File: src/design/rspu_ram.sv
module rspu_ram #(
  parameter int Width = 16,
  parameter int Depth = 256
) (
  input  logic                     clk_i,
  input  logic                     we_i,
  input  logic [$clog2(Depth)-1:0] waddr_i,
  input  logic [Width-1:0]         wdata_i,
  input  logic                     re_i,
  input  logic [$clog2(Depth)-1:0] raddr_i,
  output logic [Width-1:0]         rdata_o
);

  logic [Width-1:0] mem_q [Depth];
  logic [Width-1:0] rdata_q;

  always_ff @(posedge clk_i) begin
    if (we_i) begin
      mem_q[waddr_i] <= wdata_i;
    end
    if (re_i) begin
      rdata_q <= mem_q[raddr_i];
    end
  end

  assign rdata_o = rdata_q;

endmodule

File: config.mk
export PLATFORM = sky130hd
export DESIGN_NAME = rspu_ram
export DESIGN_NICKNAME = d
export VERILOG_FILES = /design/src/design/rspu_ram.sv
export SDC_FILE = /design/constraint.sdc
export NUM_CORES = 2
export LEC_CHECK = 0
export ABC_CLOCK_PERIOD_IN_PS = 2830
export BUFFER_PORTS_ARGS = -buffer_cell sky130_fd_sc_hd__buf_2
export CAP_MARGIN = 15
export CORE_ASPECT_RATIO = 2
export CORE_UTILIZATION = 57
export CTS_CLUSTER_DIAMETER = 200
export DETAILED_ROUTE_END_ITERATION = 7
export GPL_ROUTABILITY_DRIVEN = 0
export PLACE_DENSITY = 0.76
export SYNTH_ARGS = -nofsm -noshare
export SYNTH_HDL_FRONTEND = slang
export SYNTH_SLANG_ARGS = --single-unit
File: constraint.sdc
create_clock -name clk_i -period 2.83 [get_ports clk_i]
set_clock_uncertainty 0.2 [all_clocks]
set_input_delay 0.283 -clock clk_i [delete_from_list [all_inputs] [get_ports clk_i]]
set_output_delay 0.283 -clock clk_i [all_outputs]
set_load 0.01 [all_outputs]
==> flow_metrics.env <==
export IMPL_synth_seq_area_share=0.777
export IMPL_hold_viol_final=0
export IMPL_globalRouteTotalUtil=0.328
export IMPL_power_leakage_nw=59.6
export IMPL_pin_count_of_the_biggest_net_entering_global_routing=98
export IMPL_rsz_0062_raised_after_global_routing="true"
export IMPL_hpwl_um=296000
export IMPL_cts_tree="yes"
export IMPL_post_route_drc_count=0
export IMPL_overflow=0
export IMPL_synth_async_sr_flop_share=0
export IMPL_detail_route_iter0_violations=11646
export IMPL_synth_lib_cells_used_distinct=51
export IMPL_clk_insertion_delay_late_ns=0.92
export IMPL_setup_viol_count_final=25
export IMPL_clock_sinks=4112
export IMPL_synthCells=7360
export IMPL_max_slew_margin_rel=0.258
export IMPL_route_antenna_remaining_nets=0
export IMPL_synth_nets=7395
export IMPL_dieArea_mm2=0.281
export IMPL_period_needed_ns=2.95
export IMPL_fp_row_count=273
export IMPL_timing_reg2reg_worst_path_depth=8
export IMPL_largest_family_of_logic_cells_by_synthesized_area="multiplexers"
export IMPL_timing_fmax_mhz=339
export IMPL_htree_levels=5
export IMPL_clock_root_buffer="sky130_fd_sc_hd__clkbuf_16"
export IMPL_dieWidth_um=375
export IMPL_floorplan_die_height_um=749
export IMPL_drt_pre_antenna_iters=6
export IMPL_port_buffer_count=50
export IMPL_layoutNonFillerInstCount=12243
export IMPL_timing_hold_worst_class="in2reg"
export IMPL_violations_in_the_final_reports="setup timing"
export IMPL_critical_path_class="in2reg"
export IMPL_core_area_mm2=0.277
export IMPL_post_synth_fa_ha_maj_area_fraction=0
export IMPL_share_of_layout_cells_above_drive_strength_1=0.297
export IMPL_final_max_slew_violation_count=0
export IMPL_min_period_over_period=1.04
export IMPL_ys_ff_latch=4112
export IMPL_synth_ff_type="sky130_fd_sc_hd__edfxtp_1"
export IMPL_critical_path_max_fanout=8
export IMPL_hold_path_depth=4
export IMPL_routed_wl_um=462000
export IMPL_synth_compound_area_share=0.0353
export IMPL_vias_per_cell=6.89
export IMPL_grt_first_pass_wirelength_um=639000
export IMPL_synth_area_mux_share=0.155
export IMPL_synthXorXnorAreaFrac=0
export IMPL_synth_area_mm2=0.159
export IMPL_cts_made_buffers=328
export IMPL_vdd_drop_max_mv=0.500
export IMPL_clkTransAtPathRegs_ns=0.07
export IMPL_syn2layout_area_growth_pct=15.9
export IMPL_synth_edf_count=4112
export IMPL_tightest_slew_ns=1.11
export IMPL_post_placement_worst_setup_slack_ns=-1.81
export IMPL_power_density_cell_area_mw_per_mm2=656
export IMPL_critical_path_required_ns=3.34
export IMPL_grt_pass1_vias=85977
export IMPL_start_util=0.574
export IMPL_crit_path_start_kind="input pin"
export IMPL_run_status="finished, violations left"
export IMPL_post_synth_and_or_nand_nor_area_fraction=0.0157
export IMPL_cts_max_path_buffers=4
export IMPL_worst_endpoint_arrival_ns=3.46
export IMPL_post_synth_cell_area_avg_um2=21.6
export IMPL_wl_per_cell_um=37.7
export IMPL_critPathCaptureType="register"
export IMPL_ys_warn_count=0
export IMPL_place_inst=11582
export IMPL_layout_setup_ws_ns=-0.122
export IMPL_detailroute_via_count=84316
export IMPL_floorplan_io_pins=51
export IMPL_max_cap_violations=0
export IMPL_finish_net_count=8426
export IMPL_antenna_found_initial=20
cells in the mapped netlist (all sizes together) (2+ instances only):
library cell,count,area [um^2]
a22o,32,280
mux2,88,991
o31ai,16,120
and3,11,68.8
o21ai,38,190
nand2b,3,18.8
a21oi,175,876
or3,2,12.5
a31oi,6,37.5
a22oi,43,323
nor4,18,119
mux4,797,17900
buf,222,1810
mux2i,565,5660
and4,2,17.5
nor3,92,460
inv,4,15.0
nor2b,9,56.3
and2,2,12.5
edfxtp,4112,123000
nand3,35,175
or2,5,31.3
a2111oi,6,52.6
nor2,304,1140
o22ai,148,926
o32ai,21,191
nand4b,3,26.3
nand2,38,143
a221oi,28,245
nand4,26,163
clkbuf,230,863
a211oi,18,135
a21o,2,15.0
nor4bb,2,20.0
o221ai,253,2220
final timing paths:
| check | startpoint | to | slack [ns] |
|---|---|---|---|
| min | waddr_i[3] | mem_q[165][6] | 0.10 |
| max reg2reg | mem_q[130][2] | rdata_o[2] | -0.07 |
| max | raddr_i[6] | rdata_o[13] | -0.12 |
| min reg2reg | mem_q[216][2] | rdata_o[2] | 1.02 |
per-layer routing:
layer	wire length (um)	share of wire	global-route usage	vias to the layer above
met5	148	0.00032	0	-
met4	55000	0.12	0.321	24
met3	43500	0.094	0.0617	1676
met2	230000	0.50	0.544	6114
met1	133000	0.29	0.348	43193
li1	-	-	-	33309
sequential cells by signal (all words and copies together), names as in the netlist:
name,flops
mem_q,4096
rdata_o,16
layout make-up:
| type | count | area (um^2) |
|---|---|---|
| antenna | 17 | 42.5 |
| clock buffer | 386 | 8530 |
| clock inverter | 204 | 1930 |
| fill | 16516 | 92500 |
| inverter | 4 | 27.5 |
| multi-input combinational | 2792 | 33400 |
| sequential | 4112 | 123000 |
| tap | 3575 | 4470 |
| timing repair buffer | 1153 | 12300 |
logic make-up (layout without fill, tap and decap cells):
logic type	count (synthesis)	count (layout)
muxes	1450	1450
DFF	4112	4112
other	0	17
AOI/OAI and AO/OA	786	786
buffers and inverters	456	1747
and+or+nand+nor	556	556
repair_timing:
item / CTS / global route
gates resized for setup: 59 / 66
endpoints found under the hold margin: 3262 / 0
endpoints found under the setup margin: 14 / 59
buffers inserted: 0 / 13
pin swaps: 17 / 19
gates cloned: 2 / 4
hold buffers: 36 / 0
cells in the final DEF (no fill, tap or decap), types with 12 or more instances in the layout:
master,count
sky130_fd_sc_hd__a211oi_1,18
sky130_fd_sc_hd__a21oi_1,174
sky130_fd_sc_hd__a221oi_1,21
sky130_fd_sc_hd__a22o_1,24
sky130_fd_sc_hd__a22oi_1,25
sky130_fd_sc_hd__a22oi_2,18
sky130_fd_sc_hd__buf_12,254
sky130_fd_sc_hd__buf_2,32
sky130_fd_sc_hd__buf_4,790
sky130_fd_sc_hd__buf_8,18
sky130_fd_sc_hd__bufinv_16,31
sky130_fd_sc_hd__clkbuf_1,53
sky130_fd_sc_hd__clkbuf_16,337
sky130_fd_sc_hd__clkinv_1,77
sky130_fd_sc_hd__clkinv_2,51
sky130_fd_sc_hd__clkinvlp_4,16
sky130_fd_sc_hd__diode_2,17
sky130_fd_sc_hd__dlygate4sd3_1,36
sky130_fd_sc_hd__edfxtp_1,4112
sky130_fd_sc_hd__mux2_2,86
sky130_fd_sc_hd__mux2i_1,565
sky130_fd_sc_hd__mux4_2,797
sky130_fd_sc_hd__nand2_1,27
sky130_fd_sc_hd__nand3_1,28
sky130_fd_sc_hd__nand4_1,26
sky130_fd_sc_hd__nor2_1,292
sky130_fd_sc_hd__nor2_2,12
sky130_fd_sc_hd__nor3_1,86
sky130_fd_sc_hd__nor4_1,13
sky130_fd_sc_hd__o21ai_0,32
sky130_fd_sc_hd__o221ai_1,250
sky130_fd_sc_hd__o22ai_1,148
sky130_fd_sc_hd__o31ai_1,15
through the flow:
| stage | util | area (um^2) | hold WS (ns) | power (mW) | setup TNS, ns |
|---|---|---|---|---|---|
| final | 0.666 | 184000 | 0.104 | 121 | -0.714 |
| after global routing | 0.665 | 184000 | 0.102 | 123 | -0.172 |
| after CTS | 0.663 | 184000 | 0.00813 | 121 | 0 |
| after detailed placement | 0.623 | 172000 | 0.513 | 75.7 | -18.27 |
| after global placement | 0.623 | 172000 | 0.510 | 75.5 | -18.06 |
| after floorplan | - | 159000 | 0.182 | 71.8 | 0 |
power breakdown:
part           switching, mW  internal (mW)  leakage, nW  total [mW]
logic                   4.80           2.92         17.6        7.72
registers             0.0737           67.1         37.0        67.2
clock network           21.3           24.6         5.09        45.9
critical path: stages:
cell and delay (ns):
sky130_fd_sc_hd__dlygate4sd3_1 0.59, sky130_fd_sc_hd__buf_2 0.17, sky130_fd_sc_hd__nand2_1 0.12, sky130_fd_sc_hd__or3_1 0.43, sky130_fd_sc_hd__buf_12 0.20, sky130_fd_sc_hd__buf_4 0.11, sky130_fd_sc_hd__a2111oi_0 0.06, sky130_fd_sc_hd__nor2_1 0.87
sky130_fd_sc_hd__nand3_1 0.26, sky130_fd_sc_hd__nor4_1 0.34
(Power assumes the default switching activity.)
