--- config.mk ---
export PLATFORM = sky130hd
export DESIGN_NAME = rspu_rot
export DESIGN_NICKNAME = d
export VERILOG_FILES = /design/src/design/rspu_pkg.sv /design/src/design/rspu_rot.sv
export SDC_FILE = /design/constraint.sdc
export NUM_CORES = 2
export LEC_CHECK = 0
export CAP_MARGIN = 20
export CORE_MARGIN = 1
export CORE_UTILIZATION = 55
export CTS_CLUSTER_DIAMETER = 200
export DETAILED_ROUTE_END_ITERATION = 12
export DONT_BUFFER_PORTS = 1
export PLACE_DENSITY = 0.7
export SLEW_MARGIN = 20
export SYNTH_ARGS = -nofsm -noshare
export SYNTH_HDL_FRONTEND = slang
export SYNTH_SLANG_ARGS = --single-unit
--- constraint.sdc ---
create_clock -name clk_i -period 16.7 [get_ports clk_i]
set_input_delay 5.01 -clock clk_i [delete_from_list [all_inputs] [get_ports clk_i]]
set_output_delay 5.01 -clock clk_i [all_outputs]
set_load 0.05 [all_outputs]
--- src/design/rspu_pkg.sv ---
package rspu_pkg;

  // Configuration
  localparam int          CFG_W        = 10;
  localparam int          MAX_HEAD_DEF = 512;
  localparam logic [9:0]  HEAD_RST     = 10'd256;
  localparam logic [9:0]  ROT_RST      = 10'd64;

  // Result word fields and queue depth
  localparam int          POS_W        = 9;
  localparam int          OQ_DEPTH     = 16;

  // fp16 codes
  localparam logic [15:0] HALF_QNAN    = 16'h7E00;
  localparam logic [14:0] HALF_INF     = 15'h7C00;

  typedef enum logic {
    CFG_HEAD = 1'b0,
    CFG_ROT  = 1'b1
  } cfg_idx_e;

  typedef struct packed {
    logic [15:0] element_value;
    logic [15:0] cos_value;
    logic [15:0] sin_value;
  } in_word_t;

  typedef struct packed {
    logic [POS_W-1:0] position;
    logic [15:0]      result_value;
    logic             run_last;
    logic             head_last;
  } out_word_t;

  // Per-item control that rides along the arithmetic pipe
  typedef struct packed {
    logic             pair;
    logic [POS_W-1:0] pos_a;
    logic [POS_W-1:0] pos_b;
    logic             last;
  } rot_ctl_t;

  // One queue entry: all result words of one item
  typedef struct packed {
    logic             pair;
    logic [POS_W-1:0] pos_a;
    logic [15:0]      val_a;
    logic [POS_W-1:0] pos_b;
    logic [15:0]      val_b;
    logic             last;
  } ent_t;

endpackage

--- src/design/rspu_rot.sv ---
module rspu_rot (
  input  logic              clk_i,
  input  logic              rst_ni,
  input  logic              vld_i,
  input  rspu_pkg::rot_ctl_t ctl_i,
  input  logic [15:0]       x_i,
  input  logic [15:0]       cos_i,
  input  logic [15:0]       sin_i,
  input  logic [15:0]       xl_i,
  output logic              ent_vld_o,
  output rspu_pkg::ent_t    ent_o
);
  import rspu_pkg::*;

  // fp16 helpers
  function automatic logic is_nan(logic [15:0] a);
    return (a[14:10] == 5'h1F) && (a[9:0] != 10'd0);
  endfunction

  function automatic logic is_inf(logic [15:0] a);
    return a[14:0] == HALF_INF;
  endfunction

  function automatic logic [10:0] dec_mag(logic [15:0] a);
    return (a[14:10] == 5'd0) ? {1'b0, a[9:0]} : {1'b1, a[9:0]};
  endfunction

  // exponent of the magnitude's lsb
  function automatic logic signed [7:0] dec_exp(logic [15:0] a);
    return (a[14:10] == 5'd0) ? -8'sd24 : $signed({3'b000, a[14:10]}) - 8'sd25;
  endfunction

  // round sign * mag * 2^exp to fp16, nearest even
  function automatic logic [15:0] rnd(logic sgn, logic [25:0] mag, logic signed [7:0] exp);
    logic signed [9:0] len;
    logic signed [9:0] q;
    logic signed [9:0] sh;
    logic signed [9:0] fld;
    logic [25:0]       tmp;
    logic [11:0]       mant;
    logic              grd;
    logic              stk;
    len = '0;
    for (int i = 0; i < 26; i++) begin
      if (mag[i]) len = 10'(i + 1);
    end
    q = 10'(exp) + len - 10'sd11;
    if (q < -10'sd24) q = -10'sd24;
    sh = q - 10'(exp);
    if (sh <= 10'sd0) begin
      mant = 12'(mag << 5'(-sh));
    end else begin
      tmp  = mag >> (sh[4:0] - 5'd1);
      grd  = tmp[0];
      stk  = |(mag & ((26'd1 << (sh[4:0] - 5'd1)) - 26'd1));
      mant = 12'(mag >> sh[4:0]);
      if (grd && (stk || mant[0])) mant = mant + 12'd1;
    end
    if (mant == 12'h800) begin
      mant = 12'h400;
      q    = q + 10'sd1;
    end
    fld = q + 10'sd25;
    if (mag == 26'd0) return {sgn, 15'd0};
    if (mant < 12'h400) return {sgn, 5'd0, mant[9:0]};
    if (fld >= 10'sd31) return {sgn, HALF_INF};
    return {sgn, fld[4:0], mant[9:0]};
  endfunction

  // stage 1: item registered, stored partner arrives from the RAM
  logic        v1_q;
  rot_ctl_t    ctl1_q;
  logic [15:0] x1_q, c1_q, s1_q;

  // stage 2: raw products
  logic             v2_q;
  rot_ctl_t         ctl2_q;
  logic [15:0]      x2_q;
  logic             p_sgn_q [4];
  logic [21:0]      p_mag_q [4];
  logic signed [7:0] p_exp_q [4];
  logic             p_spc_q [4];
  logic [15:0]      p_spv_q [4];

  // stage 3: rounded products
  logic        v3_q;
  rot_ctl_t    ctl3_q;
  logic [15:0] x3_q;
  logic [15:0] r_q [4];

  // stage 4: aligned addends
  logic             v4_q;
  rot_ctl_t         ctl4_q;
  logic [15:0]      x4_q;
  logic [24:0]      al_a_q [2];
  logic [24:0]      al_b_q [2];
  logic             al_sa_q [2];
  logic             al_sb_q [2];
  logic             al_zs_q [2];
  logic signed [7:0] al_exp_q [2];
  logic             al_spc_q [2];
  logic [15:0]      al_spv_q [2];

  // stage 5: exact sums
  logic             v5_q;
  rot_ctl_t         ctl5_q;
  logic [15:0]      x5_q;
  logic             sm_sgn_q [2];
  logic [25:0]      sm_mag_q [2];
  logic signed [7:0] sm_exp_q [2];
  logic             sm_spc_q [2];
  logic [15:0]      sm_spv_q [2];

  // valid chain
  always_ff @(posedge clk_i or negedge rst_ni) begin
    if (!rst_ni) begin
      v1_q <= 1'b0;
      v2_q <= 1'b0;
      v3_q <= 1'b0;
      v4_q <= 1'b0;
      v5_q <= 1'b0;
    end else begin
      v1_q <= vld_i;
      v2_q <= v1_q;
      v3_q <= v2_q;
      v4_q <= v3_q;
      v5_q <= v4_q;
    end
  end

  // control and pass-through value ride along
  always_ff @(posedge clk_i) begin
    ctl1_q <= ctl_i;
    x1_q   <= x_i;
    c1_q   <= cos_i;
    s1_q   <= sin_i;
    ctl2_q <= ctl1_q;
    x2_q   <= x1_q;
    ctl3_q <= ctl2_q;
    x3_q   <= x2_q;
    ctl4_q <= ctl3_q;
    x4_q   <= x3_q;
    ctl5_q <= ctl4_q;
    x5_q   <= x4_q;
  end

  // stage 1 -> 2: four mantissa products
  logic [15:0]       ma [4];
  logic [15:0]       mb [4];
  logic              p_sgn_d [4];
  logic [21:0]       p_mag_d [4];
  logic signed [7:0] p_exp_d [4];
  logic              p_spc_d [4];
  logic [15:0]       p_spv_d [4];

  always_comb begin
    ma[0] = xl_i; mb[0] = c1_q;
    ma[1] = x1_q; mb[1] = s1_q;
    ma[2] = x1_q; mb[2] = c1_q;
    ma[3] = xl_i; mb[3] = s1_q;
    for (int k = 0; k < 4; k++) begin
      p_sgn_d[k] = ma[k][15] ^ mb[k][15];
      p_mag_d[k] = dec_mag(ma[k]) * dec_mag(mb[k]);
      p_exp_d[k] = dec_exp(ma[k]) + dec_exp(mb[k]);
      p_spc_d[k] = 1'b0;
      p_spv_d[k] = HALF_QNAN;
      if (is_nan(ma[k]) || is_nan(mb[k])) begin
        p_spc_d[k] = 1'b1;
      end else if (is_inf(ma[k]) || is_inf(mb[k])) begin
        p_spc_d[k] = 1'b1;
        if ((ma[k][14:0] != 15'd0) && (mb[k][14:0] != 15'd0)) begin
          p_spv_d[k] = {p_sgn_d[k], HALF_INF};
        end
      end
    end
  end

  always_ff @(posedge clk_i) begin
    for (int k = 0; k < 4; k++) begin
      p_sgn_q[k] <= p_sgn_d[k];
      p_mag_q[k] <= p_mag_d[k];
      p_exp_q[k] <= p_exp_d[k];
      p_spc_q[k] <= p_spc_d[k];
      p_spv_q[k] <= p_spv_d[k];
    end
  end

  // stage 2 -> 3: round products
  always_ff @(posedge clk_i) begin
    for (int k = 0; k < 4; k++) begin
      r_q[k] <= p_spc_q[k] ? p_spv_q[k] : rnd(p_sgn_q[k], 26'(p_mag_q[k]), p_exp_q[k]);
    end
  end

  // stage 3 -> 4: specials and alignment; lo = p0 - p1, hi = p2 + p3
  logic [15:0]       ad_a [2];
  logic [15:0]       ad_b [2];
  logic [15:0]       big, sml;
  logic signed [7:0] ea, eb, dexp;
  logic [24:0]       bfull;
  logic [24:0]       al_a_d [2];
  logic [24:0]       al_b_d [2];
  logic              al_sa_d [2];
  logic              al_sb_d [2];
  logic              al_zs_d [2];
  logic signed [7:0] al_exp_d [2];
  logic              al_spc_d [2];
  logic [15:0]       al_spv_d [2];

  always_comb begin
    ad_a[0] = r_q[0];
    ad_b[0] = r_q[1] ^ 16'h8000;
    ad_a[1] = r_q[2];
    ad_b[1] = r_q[3];
    big   = '0;
    sml   = '0;
    ea    = '0;
    eb    = '0;
    dexp  = '0;
    bfull = '0;
    for (int k = 0; k < 2; k++) begin
      ea = dec_exp(ad_a[k]);
      eb = dec_exp(ad_b[k]);
      if (ea >= eb) begin
        big = ad_a[k];
        sml = ad_b[k];
        dexp = ea - eb;
        al_exp_d[k] = ea - 8'sd14;
      end else begin
        big = ad_b[k];
        sml = ad_a[k];
        dexp = eb - ea;
        al_exp_d[k] = eb - 8'sd14;
      end
      al_a_d[k]  = {dec_mag(big), 14'd0};
      bfull      = {dec_mag(sml), 14'd0};
      if (dexp >= 8'sd25) begin
        al_b_d[k] = {24'd0, |dec_mag(sml)};
      end else begin
        al_b_d[k] = (bfull >> dexp[4:0]) |
                    {24'd0, |(bfull & ((25'd1 << dexp[4:0]) - 25'd1))};
      end
      al_sa_d[k] = big[15];
      al_sb_d[k] = sml[15];
      al_zs_d[k] = ad_a[k][15] & ad_b[k][15];
      // NaN, infinities
      al_spc_d[k] = 1'b1;
      al_spv_d[k] = HALF_QNAN;
      priority if (is_nan(ad_a[k]) || is_nan(ad_b[k])) begin
        al_spv_d[k] = HALF_QNAN;
      end else if (is_inf(ad_a[k]) && is_inf(ad_b[k])) begin
        al_spv_d[k] = (ad_a[k][15] != ad_b[k][15]) ? HALF_QNAN : ad_a[k];
      end else if (is_inf(ad_a[k])) begin
        al_spv_d[k] = ad_a[k];
      end else if (is_inf(ad_b[k])) begin
        al_spv_d[k] = ad_b[k];
      end else begin
        al_spc_d[k] = 1'b0;
      end
    end
  end

  always_ff @(posedge clk_i) begin
    for (int k = 0; k < 2; k++) begin
      al_a_q[k]   <= al_a_d[k];
      al_b_q[k]   <= al_b_d[k];
      al_sa_q[k]  <= al_sa_d[k];
      al_sb_q[k]  <= al_sb_d[k];
      al_zs_q[k]  <= al_zs_d[k];
      al_exp_q[k] <= al_exp_d[k];
      al_spc_q[k] <= al_spc_d[k];
      al_spv_q[k] <= al_spv_d[k];
    end
  end

  // stage 4 -> 5: magnitude add or subtract
  logic [25:0] sm_mag_d [2];
  logic        sm_sgn_d [2];

  always_comb begin
    for (int k = 0; k < 2; k++) begin
      if (al_sa_q[k] == al_sb_q[k]) begin
        sm_mag_d[k] = 26'(al_a_q[k]) + 26'(al_b_q[k]);
        sm_sgn_d[k] = al_sa_q[k];
      end else if (al_a_q[k] >= al_b_q[k]) begin
        sm_mag_d[k] = 26'(al_a_q[k] - al_b_q[k]);
        sm_sgn_d[k] = al_sa_q[k];
      end else begin
        sm_mag_d[k] = 26'(al_b_q[k] - al_a_q[k]);
        sm_sgn_d[k] = al_sb_q[k];
      end
      // exact zero: negative only when both addends are -0
      if (sm_mag_d[k] == 26'd0) sm_sgn_d[k] = al_zs_q[k];
    end
  end

  always_ff @(posedge clk_i) begin
    for (int k = 0; k < 2; k++) begin
      sm_sgn_q[k] <= sm_sgn_d[k];
      sm_mag_q[k] <= sm_mag_d[k];
      sm_exp_q[k] <= al_exp_q[k];
      sm_spc_q[k] <= al_spc_q[k];
      sm_spv_q[k] <= al_spv_q[k];
    end
  end

  // stage 5: final rounding, entry to the queue
  logic [15:0] res [2];

  always_comb begin
    for (int k = 0; k < 2; k++) begin
      res[k] = sm_spc_q[k] ? sm_spv_q[k] : rnd(sm_sgn_q[k], sm_mag_q[k], sm_exp_q[k]);
    end
  end

  assign ent_vld_o   = v5_q;
  assign ent_o.pair  = ctl5_q.pair;
  assign ent_o.pos_a = ctl5_q.pos_a;
  assign ent_o.val_a = ctl5_q.pair ? res[0] : x5_q;
  assign ent_o.pos_b = ctl5_q.pos_b;
  assign ent_o.val_b = res[1];
  assign ent_o.last  = ctl5_q.last;

endmodule

==> flow_summary_export.csv <==
group,metric,value,unit
outcome,status,"finished, violations left",
outcome,violations,"negative setup slack",
clocking,clk_pin_slew,0.07,ns
global_routing,grt_antenna_before_repair,12,
worst_setup_path,rr_startpoint,"p_mag_q[1][2]$_DFF_P_",
clocking,numCtsBuffers,71,
floorplan,chipWidth,361,um
worst_setup_path,crit_path_top_delay_cell,"or4b_4",
layout,layout_commonest_cell,"nand2_1",
global_routing,grt_max_degree,52,
global_routing,grt_pass1_vias,66058,
worst_setup_path,crit_family,"compound AO/OA/AOI/OAI gates",
logic_synthesis,yosysWarnings,0,
place,globalplace.congestion,1.04,
global_routing,gr-total-overflow,0,
timing,worst_slew_pin_slew,1.25,ns
clocking,cts_tree,"yes",
global_routing,grt_first_pass_wirelength,367,mm
clocking,numClockSinks,649,
logic_synthesis,synth_area,70700,um2
clocking,clk_latency,0.71,ns
worst_setup_path,worst_path_most_repeated_cell,"nor2_1",
timing,maxSlewHeadroom,0.167,
worst_setup_path,max_stage_delay,0.57,ns
layout,post-route-util,0.613,
layout,multiInputGateArea,54000,um2
timing,period_needed,17.18,ns
worst_setup_path,cp_max_fo,7,
drt,ant_nets,0,
clocking,root_buffer,"clkbuf_16",
worst_setup_path,cp-end-kind,"primary output",
clocking,htreeDepth,3,
timing,hold_violations,0,
floorplan,ioPinCount,140,
timing,worst_slack,-0.483,ns
drt,firstDrtPassIters,9,
worst_setup_path,cp.required,11.69,ns
timing,fmax,0.0582,GHz
floorplan,coreArea,128000,um2
worst_setup_path,cp-start-kind,"flop",
timing,grt_setup_unrepaired,"true",
logic_synthesis,synth_flop_cell,"dfxtp_1",
place,dp.cells,10448,
floorplan,dieArea,130000,um2
worst_hold_path,worstHoldPathType,"flop to flop",
floorplan,num_rows,131,
place,place_ws,-0.140,ns
clocking,clockBufferDepth,3,
worst_hold_path,min-delay-start,"ctl1_q[11]$_DFF_P_",
logic_synthesis,synth_cells,9034,
logic_synthesis,synth-seq-cells,649,
layout,instances_no_fill,10698,
layout,layout.nets,9962,
layout,drive_gt1_frac,0.111,
worst_setup_path,path_depth,70,
worst_setup_path,worstRegToRegCells,57,
timing,layout_worst_path_cycle_share,1.03,
drt,drt-initial-drc-count,7996,
layout,seqCellArea,13000,um2
worst_setup_path,startpoint,"sm_mag_q[0][1]$_DFF_P_",
place,place.detailed.hpwl,177,mm
logic_synthesis,synth_edf_count,0,
logic_synthesis,synth_area_per_cell,7.83,um2
worst_setup_path,critPathBufInv,14,
floorplan,die_y,361,um
worst_setup_path,arrival,12.17,ns
logic_synthesis,synth-async-reset-ratio,0.00770,
timing,fin_hold_ws,0.313,ns
floorplan,start_util,0.555,
flow_run,max_cap_violations,0,
logic_synthesis,yosysUniqueCellTypes,123,
worst_setup_path,timing.rr.end,"r_q[1][4]$_SDFF_PP0_",
timing,slew_violations,0,
drt,wire_per_inst,22.0,um
worst_setup_path,crit_type,"flop to primary output",
logic_synthesis,ys_seq_area_frac,0.184,
drt,viasPerCell,6.45,
drt,finalWirelength,235,mm
drt,via_count,68995,
drt,drc_errors,0,
place,portBuffers,0,
layout,fillers,11261,
worst_setup_path,cp-endpoint,"ent_o[35]",
timing,fin_worst_skew,0.0343,ns
global_routing,grt_usage,0.349,
layout,area.growth.synth_to_final,10.6,%
layout,mostFrequentLayoutCells,"nand2_1 (927), inv_1 (817), nor2_1 (644), dfxtp_1 (639), ha_1 (546)",
worst_setup_path,reg2reg_slack,1.33,ns
timing,setup_viol,15,
## cell usage after synthesis (97+ instances only)
| cell type | number | share of area |
|---|---|---|
| nor2_1 | 656 | 0.035 |
| a21o_1 | 110 | 0.012 |
| clkbuf_1 | 458 | 0.024 |
| fa_1 | 344 | 0.097 |
| mux2i_1 | 261 | 0.037 |
| a31oi_1 | 128 | 0.011 |
| xnor2_1 | 256 | 0.032 |
| a21oi_1 | 507 | 0.036 |
| nor2b_1 | 98 | 0.0087 |
| ha_1 | 563 | 0.10 |
| nor3_1 | 255 | 0.018 |
| inv_1 | 831 | 0.044 |
| o21ai_0 | 387 | 0.027 |
| a211oi_1 | 113 | 0.012 |
| xor2_1 | 114 | 0.014 |
| and2_1 | 313 | 0.028 |
| nor4_1 | 97 | 0.0086 |
| dfxtp_1 | 644 | 0.18 |
| nand2_1 | 933 | 0.050 |
| nand3_1 | 243 | 0.017 |
## metrics by stage
stage	area, um2	setup TNS, ns
2_1_floorplan	71200	0
3_3_place_gp	73700	0
3_5_place_dp	73700	-1.06
4_1_cts	77300	-2.80
5_1_grt	78200	-14.55
6_report	78200	-6.43
## sequential cells by signal, indices dropped and copies added (netlist names), 22 cells and up
name      flops
al_b_q       50
r_q          64
p_mag_q      88
sm_spv_q     32
p_exp_q      32
al_spv_q     32
sm_mag_q     52
al_a_q       22
## worst min path at each step
stage / end / slack [ns] / cells past startpoint
after floorplan: ctl2_q[0]$_DFF_P_ / 0.31 / 0
after global placement: ctl2_q[9]$_DFF_P_ / 0.31 / 0
after detailed placement: ctl2_q[11]$_DFF_P_ / 0.31 / 0
after CTS: ctl3_q[5]$_DFF_P_ / 0.31 / 0
after global routing: ctl3_q[12]$_DFF_P_ / 0.31 / 0
final: ctl2_q[11]$_DFF_P_ / 0.31 / 0
## worst reg2reg max path, delay by kind of cell (launching register included)
kind            cells  cell delay (ns)
simple gates       30             6.07
compound gates     16             4.49
fa+ha+maj           7             2.86
flops               1             0.73
buf+inv             2             0.67
xor+xnor            2             0.46
## logic make-up (layout without fill, tap and decap cells)
kind of cell | after synthesis | in the layout | share of synthesized area
adders and majority gates | 908 | 908 | 0.197
DFF | 649 | 649 | 0.184
xor gates and xnor gates | 380 | 380 | 0.0488
and+or+nand+nor | 3118 | 3118 | 0.216
AOI/OAI and AO/OA | 2176 | 2176 | 0.209
muxes | 399 | 399 | 0.0691
other | 2 | 34 | 0.000106
buffers and inverters | 1402 | 1372 | 0.0758
## final cells by class
| class | instances | share of cell area |
|---|---|---|
| multi-input cells | 7005 | 0.690 |
| flip-flops and latches | 649 | 0.167 |
| repair buffers | 398 | 0.0434 |
| clock inverters | 41 | 0.00688 |
| diodes | 10 | 0.000320 |
| well taps | 1662 | 0.0266 |
| inverters | 843 | 0.0406 |
| clock buffers | 90 | 0.0257 |
## repair_timing
item | in CTS | in global routing
endpoints found under the setup margin | 30 | 30
gates resized for setup | 83 | 159
pin swaps | 67 | 96
cloned | 1 | 1
setup buffers | 78 | 33
hold buffers | 0 | 0
## metal layers
metal,up-vias,routed length [um],part of all wire,GRT usage
met2,3735,104000,0.44,0.548
met3,773,23300,0.099,0.0666
met5,-,23,0.000098,0
met4,4,12400,0.053,0.170
li1,31716,-,-,-
met1,32767,95800,0.41,0.458
Power is left out: the tool's default activity adds up to more than one toggle a clock period on the data nets, which glitch-free logic cannot reach.
