File: src/design/rspu_pkg.sv
package rspu_pkg;

  // Configuration
  localparam int          CFG_W        = 10;
  localparam int          MAX_HEAD_DEF = 512;
  localparam logic [9:0]  HEAD_RST     = 10'd256;
  localparam logic [9:0]  ROT_RST      = 10'd64;

  // Result word fields and queue depth
  localparam int          POS_W        = 9;
  localparam int          OQ_DEPTH     = 16;

  // fp16 codes
  localparam logic [15:0] HALF_QNAN    = 16'h7E00;
  localparam logic [14:0] HALF_INF     = 15'h7C00;

  typedef enum logic {
    CFG_HEAD = 1'b0,
    CFG_ROT  = 1'b1
  } cfg_idx_e;

  typedef struct packed {
    logic [15:0] element_value;
    logic [15:0] cos_value;
    logic [15:0] sin_value;
  } in_word_t;

  typedef struct packed {
    logic [POS_W-1:0] position;
    logic [15:0]      result_value;
    logic             run_last;
    logic             head_last;
  } out_word_t;

  // Per-item control that rides along the arithmetic pipe
  typedef struct packed {
    logic             pair;
    logic [POS_W-1:0] pos_a;
    logic [POS_W-1:0] pos_b;
    logic             last;
  } rot_ctl_t;

  // One queue entry: all result words of one item
  typedef struct packed {
    logic             pair;
    logic [POS_W-1:0] pos_a;
    logic [15:0]      val_a;
    logic [POS_W-1:0] pos_b;
    logic [15:0]      val_b;
    logic             last;
  } ent_t;

endpackage

File: src/design/rspu_outq.sv
module rspu_outq #(
  parameter int Depth = 16
) (
  input  logic                clk_i,
  input  logic                rst_ni,
  input  logic                wr_vld_i,
  input  rspu_pkg::ent_t      wr_ent_i,
  output logic                out_valid_o,
  input  logic                out_stall_i,
  output rspu_pkg::out_word_t out_word_o,
  output logic                pop_o
);
  import rspu_pkg::*;

  localparam int AW = $clog2(Depth);

  ent_t          mem_q [Depth];
  logic [AW-1:0] wp_q, rp_q;
  logic [AW:0]   cnt_q;
  logic          sec_q;
  ent_t          head;
  logic          take;

  assign head        = mem_q[rp_q];
  assign out_valid_o = cnt_q != '0;
  assign take        = out_valid_o && !out_stall_i;
  assign pop_o       = take && (!head.pair || sec_q);

  // word select: first or second result of the head entry
  assign out_word_o.position     = sec_q ? head.pos_b : head.pos_a;
  assign out_word_o.result_value = sec_q ? head.val_b : head.val_a;
  assign out_word_o.run_last     = !head.pair || sec_q;
  assign out_word_o.head_last    = head.last;

  always_ff @(posedge clk_i) begin
    if (wr_vld_i) begin
      mem_q[wp_q] <= wr_ent_i;
    end
  end

  // pointers and count
  always_ff @(posedge clk_i or negedge rst_ni) begin
    if (!rst_ni) begin
      wp_q  <= '0;
      rp_q  <= '0;
      cnt_q <= '0;
      sec_q <= 1'b0;
    end else begin
      if (wr_vld_i) wp_q <= wp_q + AW'(1);
      if (pop_o) rp_q <= rp_q + AW'(1);
      if (take) sec_q <= !pop_o;
      unique case ({wr_vld_i, pop_o})
        2'b10:   cnt_q <= cnt_q + (AW+1)'(1);
        2'b01:   cnt_q <= cnt_q - (AW+1)'(1);
        default: cnt_q <= cnt_q;
      endcase
    end
  end

endmodule

File: config.mk
export PLATFORM = sky130hd
export DESIGN_NAME = rspu_outq
export DESIGN_NICKNAME = d
export VERILOG_FILES = /design/src/design/rspu_pkg.sv /design/src/design/rspu_outq.sv
export SDC_FILE = /design/constraint.sdc
export NUM_CORES = 1
export LEC_CHECK = 0
export ABC_CLOCK_PERIOD_IN_PS = 7700
export BUFFER_PORTS_ARGS = -buffer_cell sky130_fd_sc_hd__buf_2
export CAP_MARGIN = 40
export CORE_ASPECT_RATIO = 0.6
export CORE_MARGIN = 2
export CORE_UTILIZATION = 35
export CTS_CLUSTER_SIZE = 14
export DETAILED_ROUTE_END_ITERATION = 12
export PLACE_DENSITY = 0.49
export SYNTH_ARGS = -nofsm -noshare
export SYNTH_HDL_FRONTEND = slang
export SYNTH_SLANG_ARGS = --single-unit
File: constraint.sdc
create_clock -name clk_i -period 7.7 [get_ports clk_i]
set_input_delay 1.155 -clock clk_i [delete_from_list [all_inputs] [get_ports clk_i]]
set_output_delay 1.155 -clock clk_i [all_outputs]
set_load 0.005 [all_outputs]
==> results of run 1 <==
-- cells by family after synthesis --
kind of cell,Yosys count,share of synthesized area
adders and majority gates,10,0.00410
muxes,292,0.191
and+or+nand+nor,40,0.00572
buffers and inverters,75,0.0118
DFF,846,0.783
AOI/OAI and AO/OA,10,0.00186
xor gates and xnor gates,10,0.00271
-- per-layer routing --
metal  track usage  routed length (um)
met2         0.257               36200
met4        0.0362                1440
met5             0                 102
met3        0.0405                4530
met1         0.258               37900
-- area by class of cell --
cell class                      instances  area (sq um)
Fill cell                            7990         54500
Inverter                                9          33.8
Antenna cell                            3          7.51
Clock inverter                         46           294
Sequential cell                       846         25400
Timing Repair Buffer                  131          1090
Clock buffer                           95          2120
Multi-Input combinational cell        362          6750
Tap cell                             1232          1540
-- worst register-to-register path: cells and delay by family, from the launching register on --
kind / cells / cell delay [ns]
AO/OA/AOI/OAI: 3 / 0.77
XOR/XNOR: 1 / 0.17
adder cells (fa/ha/maj): 2 / 0.64
buffers and inverters: 2 / 0.71
flip-flops: 1 / 0.46
multiplexers: 2 / 0.67
AND/OR/NAND/NOR: 3 / 0.63
-- placed cells by master, fill, tap and decap left out, drive strengths merged, types with 3 or more instances in the layout --
cell / netlist / final
edfxtp: 832 / 832
mux4: 257 / 257
buf: 37 / 131
clkbuf: 29 / 95
clkinv: 0 / 38
mux2: 26 / 26
inv: 9 / 14
dfrtp: 14 / 14
nor2: 13 / 13
nand2: 9 / 9
mux2i: 9 / 9
ha: 9 / 9
xor2: 7 / 7
nor3: 7 / 7
nand2b: 4 / 4
o21ai: 4 / 4
diode: 0 / 3
xnor2: 3 / 3
bufinv: 0 / 3
-- per-stage QoR --
stage	util	cells	cell area, sq um	total power [mW]	worst slack (ns)
after floorplan	-	1283	32400	8.52	2.04
after global placement	0.375	2563	34400	9.94	3.06
after detailed placement	0.379	2580	34800	10.1	3.29
after CTS	0.405	2721	37200	13.8	2.57
after global routing	0.406	2722	37200	14.2	2.51
final	0.406	2724	37200	13.6	2.56
-- cell usage after synthesis --
master	instances
edfxtp_1	832
mux4_2	257
clkbuf_1	29
mux2_2	26
buf_4	17
dfrtp_1	14
nor2_1	13
buf_1	11
ha_1	9
inv_1	9
mux2i_1	9
nand2_1	9
nor3_1	7
xor2_1	7
buf_2	5
buf_6	4
nand2b_1	4
o21ai_0	4
xnor2_1	3
a21o_1	2
a21oi_1	2
nor2b_1	2
a2111oi_0	1
and3_1	1
fa_1	1
nand3_1	1
nand4_1	1
nor4_1	1
o22ai_1	1
or2_2	1
-- power by group through the flow --
stage,sequential (mW),clock (mW),combinational (mW)
2_1_floorplan,5.75,0,2.77
3_3_place_gp,5.97,0,3.97
3_5_place_dp,5.89,0,4.18
4_1_cts,5.79,3.86,4.20
5_1_grt,5.83,4.03,4.36
6_report,5.78,3.75,4.08
-- worst max path at each step --
stage | startpoint | end | slack, ns
after floorplan | wr_vld_i | mem_q[3][0] | 2.04
after global placement | rp_q[0] | out_word_o[26] | 3.06
after detailed placement | rp_q[1] | out_word_o[26] | 3.29
after CTS | rp_q[1] | out_word_o[26] | 2.57
after global routing | rp_q[1] | out_word_o[26] | 2.51
final | rp_q[1] | out_word_o[26] | 2.56
-- registers in the layout (all words and copies together) (netlist names) --
name,flops
cnt_q,5
sec_q,1
wp_q,4
rp_q,4
mem_q,832
==> run metrics, run 1 <==
Detailed Route Iter0 Violations=1358; Resized cells post-CTS=0; first-pass GRT wire length=114000 um; WL/cell=29.5 um; DR pass1 iterations=5; Leak=11.6 nW; CP Buf/Inv Count=3; Yosys warning total=0; synth-to-layout area growth=14.9%; Final Hold Viols=0; pin count of the biggest net entering global routing=132; Switching Share=0.295; row count=86; Syn Inst Count=1283; CTS tree=built; final RePlAce weighted congestion=0.716; TNS Setup=0 ns; layout cells sized above 1=0.363; setup bufs post-CTS=0; GRT Overall Usage=0.172; critical path peak fanout=131; die area=95000 sq um; r2r setup slk=3.56 ns; CORE AREA=91700 sq um; clk sink count=846; sequential share of the synthesized area=0.783; Die Width=397 um; Tcrit/Tclk final=0.668; RSZ-0062 raised after global routing=no; clock network power share=0.275; Clk pin slew, worst setup/hold paths=0.06 ns; detailed-route DRC error count=0; Hold WC Path Type=input port to asynchronous set/reset pin; Clock Skew=0.0187 ns; Inserted Clock Buffers=80; crit end category=primary output; startpoint types=flip-flop; Top Ports=85; drt total wl=80300 um; WP data arrival=3.99 ns; crit path time final=5.14 ns; critical path's top delay family=multiplexers; Peak VDD IR=203 uV; clock latency on the worst-skew pair=0.65 ns; status=completed; Initial Utilization=0.353; Flop pwr share=0.425; HPWL after DPL=43100 um; Clock Path Buffers=3; syn_area_per_cell=25.2 sq um; antenna-violating nets left=0; max incr delay on CP=0.72 ns; Syn Nets=1349; NetSw=4.01 mW; Synth area leaders=edfxtp_1, mux4_2, dfrtp_1, mux2_2, buf_4; CTS Root Cell=clkbuf_16; pin slew with the least headroom to its limit=1.15 ns; reg-to-reg critical path startpoint=rp_q[0]; Max stage delay cell, worst path=dfrtp_4; Pwr Density=366 nW/um^2; # nets final=1496; cell area after synthesis=32400 sq um; Setup CP Type=flip-flop to primary output; Worst Reg-to-Reg Cells=13; max_slew headroom=0.236; flops & latches, synth=846; htree depth=3; critical path depth=6; Int Power=9.60 mW; Port Buffer Count=84; CTS hold repair buffers=0; vias=14.4k; vias in the first global route=14.9k; Worst Path Required=6.55 ns; Peak Freq=0.194 GHz; Comb pwr share=0.300; initial antenna violation count=23; Setup-failing EPs final=0; maxcap violations=0; top cell type's share of synthesized area=0.772; max-slew violation count=0; CP cell instances=buf_12, buf_12, mux4_2, mux4_2, mux2_2, buf_2; Worst R2R End=cnt_q[4]; post-synth cell types=30; global route overflow=0; post-synth top area cell=edfxtp_1; Hold Slack=0.420 ns; Via density=5.27; Die Ht=240 um
Note: power is estimated with default switching activity, not from simulation.
==> inputs of run 2 (changes only) <==
ABC_CLOCK_PERIOD_IN_PS = 4970   (was 7700)
clock period = 4.97 ns   (was 7.7 ns; I/O delays follow)
==> run metrics, run 2 (synthesis results as in run 1) <==
dpl ws=1.25 ns (-2.04 ns); vias in the first global route=14.7k (-1.4%); Port Buffer Count=84 (unchanged); global route overflow=0 (unchanged); max_slew headroom=0.492 (+0.256); DR pass1 iterations=5 (unchanged); status=completed; fill count=7951 (-0.49%); final total power=21.3 mW (+56%); Hold WC Path Type=input port to flip-flop; CTS hold repair buffers=1 (+1); first-pass GRT wire length=112000 um (-2.2%); Top Ports=85 (unchanged); Via density=5.24 (-0.54%); # nets final=1497 (+0.067%); Peak VDD IR=324 uV (+60%); RSZ-0062 raised after global routing=no; Largest regs=mem_q: 832 flops, cnt_q: 5 flops; CTS Root Cell=clkbuf_16; Die Ht=240 um (unchanged); detailed-route DRC error count=0 (unchanged); pin slew with the least headroom to its limit=0.762 ns (-0.384 ns); clock latency on the worst-skew pair=0.66 ns (about the same); drt total wl=78600 um (-2.0%); Setup CP Type=flip-flop to primary output; Initial Utilization=0.353 (unchanged); crit path time final=4.33 ns; most frequent cells in the layout=edfxtp_1, mux4_2, buf_2; Largest Register=mem_q; antenna-violating nets left=0 (unchanged); clk sink count=846 (unchanged); synth-to-layout area growth=15.1%; Hold Slack=0.429 ns (+0.00948 ns); HPWL after DPL=42900 um (-0.49%); Clock Skew=0.0215 ns (+0.00286 ns); die area=95000 sq um (unchanged); Worst Path Required=4.22 ns (-2.33 ns); Tcrit/Tclk final=0.871; final RePlAce weighted congestion=0.718 (+0.25%); Setup-failing EPs final=0 (unchanged); Peak Freq=0.231 GHz; Pwr Density=571 nW/um^2 (+56%); critical path peak fanout=28 (-79%); Detailed Route Iter0 Violations=1589 (+17%); GRT Overall Usage=0.168 (-0.00442); row count=86 (unchanged); Final Hold Viols=0 (unchanged); TNS Setup=0 ns (unchanged); most common cell after layout, fill and taps aside=edfxtp_1; WP data arrival=3.58 ns (-0.41 ns); CTS tree=built; startpoint types=flip-flop; initial antenna violation count=17 (-26%); Setup WS post-layout=0.642 ns (-1.91 ns); CORE AREA=91700 sq um (unchanged); Largest register FFs=832 (unchanged); Leak=11.6 nW (-0.13%); Die Width=397 um (unchanged); maxcap violations=0 (unchanged); setup bufs post-CTS=0 (unchanged); vias=14.3k (-0.54%); layout cells sized above 1=0.360 (-0.00360); pin count of the biggest net entering global routing=55 (-58%); Inserted Clock Buffers=79 (-1.3%); WL/cell=28.9 um (-2.0%); crit end category=primary output; max-slew violation count=0 (unchanged); Resized cells post-CTS=0 (unchanged); Clk pin slew, worst setup/hold paths=0.06 ns (about the same); htree depth=3 (unchanged); Clock Path Buffers=3 (unchanged)
## run 2: cell types whose count changed in the layout (fill, tap and decap cells not counted), moves of 3 or more
cell	before	now
clkbuf_1	12	20
nor3_4	0	4
clkinv_2	14	6
clkinv_1	24	21
buf_16	9	0
inv_6	5	2
buf_12	10	24
nor3_2	4	0
bufinv_16	3	6
clkinvlp_4	0	3
## run 2: stage by stage
stage	area (sq um)	util	std cells
floorplan	32400	-	1283
global placement	34700	0.379	2578
CTS	37200	0.406	2722
detailed placement	34800	0.379	2581
global route	37200	0.406	2722
finish	37200	0.406	2724
## run 2: path summary, 6_finish.rpt
check,from,endpoint,slack [ns],cells after the start
min in group asynchronous,rst_ni,wp_q[2],0.54,2
worst min-delay path,wr_vld_i,wp_q[0],0.43,2
worst max-delay path,rp_q[0],out_word_o[21],0.64,6
worst min register to register,cnt_q[4],cnt_q[4],0.49,1
max in group asynchronous,rst_ni,rp_q[1],4.11,2
worst max register to register,rp_q[0],cnt_q[4],1.25,12
## run 2: area by class of cell
class,instances,area [sq um],area share
diodes,2,5.00,0.000134
clock buffers,101,2100,0.0564
clock inverters,39,349,0.00937
inverters,9,33.8,0.000907
multi-input cells,362,6770,0.182
flip-flops and latches,846,25400,0.681
well taps,1232,1540,0.0414
repair buffers,133,1090,0.0293
## run 2: routing by layer
layer  up-vias  track usage  wire (um)
met5         -            0         45
met4         8       0.0399       1460
met3       112       0.0361       4910
met2       445        0.248      35300
met1      7850        0.253      36900
li1       5860            -          -
## run 2: power by group
part	leakage, nW	internal [mW]	switching, mW
combinational	2.69	3.09	3.15
sequential	7.68	8.60	0.525
clock	1.18	3.30	2.61
## run 2: worst max-delay path: stages, from the launching register on
cell and delay (ns):
dfrtp_4 0.77, buf_12 0.29, buf_12 0.27, mux4_2 0.57
mux4_2 0.56, mux2_2 0.29, buf_2 0.12
==> inputs of run 3 (changes only) <==
ABC_AREA = 1   (was default)
==> run metrics, run 3 <==
most frequent cells in the layout=nand2_1, edfxtp_1, nand3_1; Largest Register=mem_q; Worst R2R End=cnt_q[4]; sequential share of the synthesized area=0.742 (-0.0407); top cells by count, synth=nand2_1, edfxtp_1, nor2_1; synth-to-layout area growth=13.7%; max_slew headroom=0.197 (-0.295); Largest regs=mem_q: 832 flops, cnt_q: 5 flops; CP cell instances=inv_8, buf_12, nand2_1, nand3_1, nand2_1, a21oi_1, o31ai_1, nand2_1, nand2_1, nand2_1, buf_2; Final Util=0.403 (-0.00345); Hold WC Path Type=input port to flip-flop; GRT Overall Usage=0.199 (+0.0309); CORE AREA=96300 sq um (+5.1%); CTS tree=built; cell area after synthesis=34100 sq um (+5.5%); top cell type's share of synthesized area=0.732 (-0.0401); Post-synth EDFFs=832 (unchanged); Port Buffer Count=84 (unchanged); Inserted Clock Buffers=80 (+1.3%); hold path start=wr_vld_i; most frequent cell after synthesis=nand2_1; worst hold path depth=2 (unchanged); Tcrit/Tclk final=0.868 (-0.00254); setup bufs post-CTS=0 (unchanged); Final Hold Viols=0 (unchanged); max-slew violation count=0 (unchanged); most common cell after layout, fill and taps aside=nand2_1; critical path's top delay family=buffers and inverters; Top cell by count, worst path=nand2_1; Via density=5.14 (-2.0%); post-synth cell types=27 (-10%); layout cells sized above 1=0.0940 (-0.266); post-synth top area cell=edfxtp_1; row count=88 (+2.3%); WP data arrival=3.57 ns (about the same); crit path time final=4.32 ns (-0.0126 ns); die area=100000 sq um (+5.4%); GR Layer Usage met3=0.0384 (+0.00233); fill count=9064 (+14%); pin count of the biggest net entering global routing=208 (+280%); met1 usage in global routing=0.300 (+0.0466); vias in the first global route=20.8k (+41%); HPWL after DPL=52200 um (+22%); Max stage delay cell, worst path=dfrtp_4; # nets final=2933 (+96%); global route overflow=0 (unchanged); Die Ht=246 um (+2.7%); initial antenna violation count=18 (+1); Syn Inst Count=2819 (+120%); Clk pin slew, worst setup/hold paths=0.06 ns (about the same); crit end category=primary output; dpl ws=1.37 ns (+0.117 ns); WL/cell=23.5 um (-18%); Setup WS post-layout=0.655 ns (+0.0126 ns); Worst Path Required=4.22 ns (about the same); final RePlAce weighted congestion=0.780 (+8.6%); critical path peak fanout=118 (+320%); startpoint types=flip-flop; TNS Setup=0 ns (unchanged); FFs w/ async S/R, synth=0.0165 (unchanged); DR pass1 iterations=6 (+1); Peak VDD IR=512 uV (+58%); flops & latches, synth=846 (unchanged); pin slew with the least headroom to its limit=1.20 ns (+0.443 ns); CP Buf/Inv Count=3 (unchanged); first-pass GRT wire length=146000 um (+31%); Largest register FFs=832 (unchanged); Setup CP Type=flip-flop to primary output; Clock Skew=0.0338 ns (+0.0123 ns); Worst Reg-to-Reg Cells=18 (+6); Resized cells post-CTS=0 (unchanged); commonest register cell after synthesis=edfxtp_1; r2r setup slk=1.36 ns (+0.11 ns); drt total wl=99600 um (+27%); status=completed; antenna-violating nets left=0 (unchanged); Clock Path Buffers=3 (unchanged); critical path startpoint=rp_q[0]; Leak=13.8 nW (+19%); Syn Nets=2885 (+110%); clock latency on the worst-skew pair=0.68 ns (+0.02 ns); Setup-failing EPs final=0 (unchanged); vias=21.7k (+52%); syn_area_per_cell=12.1 sq um (-52%); maxcap violations=0 (unchanged); detailed-route DRC error count=0 (unchanged); gr busiest metal=met1; clk sink count=846 (unchanged); RSZ-0062 raised after global routing=no; Pwr Density=589 nW/um^2 (+3.2%); Synth area leaders=edfxtp_1, nand2_1, nand3_1, a21oi_1, nor2_1; Die Width=407 um (+2.7%); Detailed Route Iter0 Violations=1979 (+25%); max incr delay on CP=0.66 ns (-0.11 ns); Initial Utilization=0.354 (+0.00132); CTS Root Cell=clkbuf_16; M2 GR Usage=0.295 (+0.0475); Yosys warning total=0 (unchanged); end point of the worst hold path=wp_q[0]; htree depth=3 (unchanged); Peak Freq=0.232 GHz (+0.29%); reg-to-reg critical path startpoint=rp_q[0]; Top Ports=85 (unchanged)
run 3: cell types whose count changed after synthesis, sizes merged, moves of 22 or more:
cell / delta
nand3: +217
clkbuf: +46
inv: +22
o21ai: +108
nand2: +865
nor2: +214
mux2: -26
a21oi: +202
o31ai: +101
buf: +66
mux4: -257
run 3: repair_timing:
action	in CTS	in global routing
endpoints found under the hold margin	14	0
hold buffers	1	0
endpoints found under the setup margin	0	0
run 3: final cells by class:
cell class,instances,area [sq um],share of cell area
tap,1305,1630,0.0421
timing repair buffer,144,1280,0.0330
inverter,32,135,0.00348
sequential,846,25300,0.653
clock buffer,97,2090,0.0538
clock inverter,43,377,0.00970
antenna,2,5.00,0.000129
multi-input combinational,1763,7950,0.205
run 3: worst max-delay path by stage:
| stage | endpoint | depth (start not counted) |
|---|---|---|
| floorplan | mem_q[15][0] | 3 |
| finish | out_word_o[22] | 11 |
| CTS | out_word_o[22] | 11 |
| global route | out_word_o[22] | 11 |
| detailed placement | out_word_o[22] | 11 |
| global placement | out_word_o[22] | 11 |
run 3: layer usage:
metal	up-vias	part of all wire
li1	10058	-
met1	10960	0.48
met2	572	0.43
met3	140	0.062
met4	14	0.020
met5	-	0.00097
run 3: where the power goes:
| group | internal (mW) | total (mW) | switching [mW] | leakage [nW] |
|---|---|---|---|---|
| clock network | 3.26 | 5.95 | 2.69 | 1.21 |
| logic | 2.15 | 8.03 | 5.88 | 4.90 |
| registers | 8.58 | 8.89 | 0.302 | 7.68 |
| total | 14.0 | 22.9 | 8.88 | 13.8 |
run 3: logic make-up after synthesis:
kind of cell / after synthesis / synth area share
compound gates: 424 / 0.0701
xor+xnor: 7 / 0.00180
fa+ha+maj: 10 / 0.00389
buf+inv: 210 / 0.0282
flops: 846 / 0.742
simple gates: 1322 / 0.154
run 3: stage by stage:
stage	total power, mW	instances	instance area (sq um)	hold WS (ns)
after floorplan	13.8	2819	34100	0.446
after global placement	17.0	4081	36100	0.476
after detailed placement	17.1	4089	36300	0.470
after CTS	23.0	4230	38800	0.377
after global routing	24.2	4230	38800	0.430
final	22.9	4232	38800	0.420
